[config.mk]
export PLATFORM = sky130hd
export DESIGN_NAME = rws_sub_unit
export DESIGN_NICKNAME = d
export VERILOG_FILES = /design/src/rtl/rws_sub_unit.sv
export SDC_FILE = /design/constraint.sdc
export NUM_CORES = 1
export LEC_CHECK = 0
export BUFFER_PORTS_ARGS = -buffer_cell sky130_fd_sc_hd__buf_2
export CAP_MARGIN = 20
export CORE_MARGIN = 2
export CORE_UTILIZATION = 40
export DETAILED_ROUTE_END_ITERATION = 8
export PLACE_DENSITY = 0.69
export SLEW_MARGIN = 10
export SYNTH_ARGS = -nofsm -noshare
export SYNTH_HDL_FRONTEND = slang
export SYNTH_SLANG_ARGS = --single-unit
[constraint.sdc]
create_clock -name vclk -period 4.2
set_input_delay 0.42 -clock vclk [all_inputs]
set_output_delay 0.42 -clock vclk [all_outputs]
set_load 0.01 [all_outputs]
[src/rtl/rws_sub_unit.sv]
// shared subtract and compare unit
module rws_sub_unit #(
  parameter int WIDTH = 41
) (
  input  logic [WIDTH-1:0] a,
  input  logic [WIDTH-1:0] b,
  output logic [WIDTH-1:0] diff,
  output logic             ge
);

  logic [WIDTH:0] full;

  assign full = {1'b0, a} - {1'b0, b};
  assign diff = full[WIDTH-1:0];
  assign ge   = ~full[WIDTH];

endmodule

==> metrics.md <==
| Metric | Value |
|---|---|
| GR Overflow Total | `0` |
| Post-CTS setup buffer count | `0` |
| CP startpoint kind | `input port` |
| DRC | `0` |
| Hold_sp | `b[0]` |
| Setup TNS | `0 ns` |
| Vias | `2777` |
| Post-Syn Instances | `350` |
| Final Hold Viols | `0` |
| Critical path class | `in2out` |
| Sequential cells | `0` |
| PwrDens | `around 180 mW/mm^2` |
| Final RePlAce weighted congestion | `0.894` |
| Antenna fix cells | `0` |
| Crit share post-route | `0.890` |
| Post-route ant nets | `0` |
| IO Pins | `~120` |
| Routed len/inst | `approximately 12 um` |
| Width of the die | `80.9 um` |
| Slew @ Worst Pin | `about 0.67 ns` |
| Peak VDD IR | `between 0.07 and 0.08 mV` |
| Share of layout cells above drive strength 1 | `0.302` |
| Fmax | `between 0.2 and 0.3 GHz` |
| Hold path depth | `4` |
| # hold bufs at CTS | `0` |
| DR pass1 iterations | `4` |
| Syn nets | `around 470` |
| Hold Crit Endpoint | `diff[0]` |
| Max Cap Viol | `0` |
| CLK BUF | `0` |
| Hpwl dp | `roughly 5.8 mm` |
| Register area share after synthesis | `0` |
| Initial antenna violation count | `0` |
| Layout area overhead | `26.4%` |
| Die ar. | `~0.0065 mm^2` |
| Status | `finished, final reports clean` |
| Avg Inst Size Synth | `about 6.8 um^2` |
| Post-layout min period | `3.74 ns` |
| Post-place instance area | `0.00299 mm^2` |
| Total of fill cells in the finished design | `roughly 640` |
| Fin nets | `587` |
| Rel. slew slack | `0.547` |
| Die Y | `~81 um` |
| Total track usage | `0.189` |
| Arr. time, crit path | `approximately 3.3 ns` |
| Global-route wire length before repair | `10.5 mm` |
| WP data required | `~3.8 ns` |
| Cell Area, Synth | `about 0.0024 mm^2` |
| Worst Path Max Fanout | `3` |
| Post-route cell area | `roughly 0.0030 mm^2` |
| Yosys warning total | `0` |
| Hold slack | `1.17 ns` |
| Iteration-0 DRC count of the detailed router | `173` |
| Hold Path Class | `in2out` |
| Vias per cell | `5.18` |
| Final Max Tran Viols | `0` |
| Cts repair resizes | `0` |
| Placeable core area | `roughly 0.0058 mm^2` |
| Total Wirelength | `6.57 mm` |
| PortBufs | `124` |
| Largest net degree at the start of global routing | `10` |
| # rows | `28` |
| Final setup viols | `0` |
| Starting density of the core | `0.407` |
| RSZ-0062 raised after global routing | `no` |
| Register Area | `0 um^2` |
| Area of the multi-input gates | `0.00209 mm^2` |
| Cell variety after synth | `slightly below 50` |
| Number of global-route vias before repair | `around 2500` |
| Worst setup EP type | `output pin` |
| LEAKAGE | `~0.0016 uW` |
[cell usage after synthesis (3+ instances only)]
| master | count | area, um^2 |
|---|---|---|
| a21o_1 | 13 | 97.6 |
| a21oi_1 | 47 | 235 |
| buf_2 | 3 | 15.0 |
| buf_4 | 4 | 30.0 |
| ha_1 | 41 | 513 |
| inv_1 | 50 | 188 |
| nand2_1 | 22 | 82.6 |
| nand2b_1 | 5 | 31.3 |
| nand3_1 | 11 | 55.1 |
| nand4_1 | 9 | 56.3 |
| nor2_1 | 20 | 75.1 |
| nor2b_1 | 6 | 37.5 |
| nor3_1 | 4 | 20.0 |
| o21ai_0 | 23 | 115 |
| o21ai_2 | 5 | 43.8 |
| o21bai_1 | 5 | 37.5 |
| o31a_1 | 3 | 26.3 |
| xnor2_1 | 26 | 228 |
| xor2_1 | 13 | 114 |
[metal layers]
layer  up-vias  global-route usage  share of wire
li1       1462                   -              -
met1      1222               0.253           0.48
met2        87               0.344           0.46
met3         6             0.00556          0.048
met4         0              0.0288          0.011
met5         -                   0              0
[how the worst max path moves through the flow]
| stage | from | end | slack [ns] | cells past startpoint |
|---|---|---|---|---|
| after floorplan | a[0] | diff[32] | 0.92 | 13 |
| after global placement | a[0] | diff[38] | 0.57 | 15 |
| after detailed placement | a[0] | diff[32] | 0.49 | 15 |
| after CTS | a[0] | diff[32] | 0.46 | 15 |
| after global routing | a[0] | diff[32] | 0.22 | 15 |
| final | a[0] | diff[34] | 0.46 | 15 |
[metrics by stage]
stage               power (uW)  utilization  std cells  setup slack (ns)
finish                     548        0.515        536             0.463
detailed placement         545        0.515        536             0.485
global route               606        0.515        536             0.220
CTS                        548        0.515        536             0.464
floorplan                  371            -        350             0.919
global placement           541        0.515        536             0.575
[report_power, final]
part	total (uW)	internal, uW	leakage, uW	switching (uW)
clock network	0	0	0	0
registers	0	0	0	0
logic	548	242	0.00164	306
[kinds of logic after synthesis]
kind of cell               Yosys count  synth area share
xor gates and xnor gates            39             0.144
adders and majority gates           42             0.225
and+or+nand+nor                     82             0.166
AOI/OAI and AO/OA                  124             0.348
buffers and inverters               63             0.117
[critical path: stages]
cell	delay [ns]
buf_2	0.09
inv_1	0.04
ha_1	0.15
inv_1	0.05
fa_1	0.42
a211oi_1	0.36
o211ai_2	0.14
a211oi_2	0.27
o41ai_2	0.15
a31oi_1	0.34
o21ai_2	0.15
a31oi_2	0.34
o21ai_2	0.09
xor2_1	0.15
buf_2	0.15
[layout by cell type, fill, tap and decap left out, types with 11 or more instances in the layout]
master and count:
inv_1 50, a21o_1 13, nor2_1 20, xor2_1 13
a21oi_1 47, ha_1 41, buf_2 124, xnor2_1 26
o21ai_0 23, nand3_1 11, nand2_1 22
[cell type report]
type	count	area share
inverter	50	0.0627
multi-input combinational	287	0.699
tap	75	0.0314
timing repair buffer	124	0.207
(Power assumes the default switching activity.)
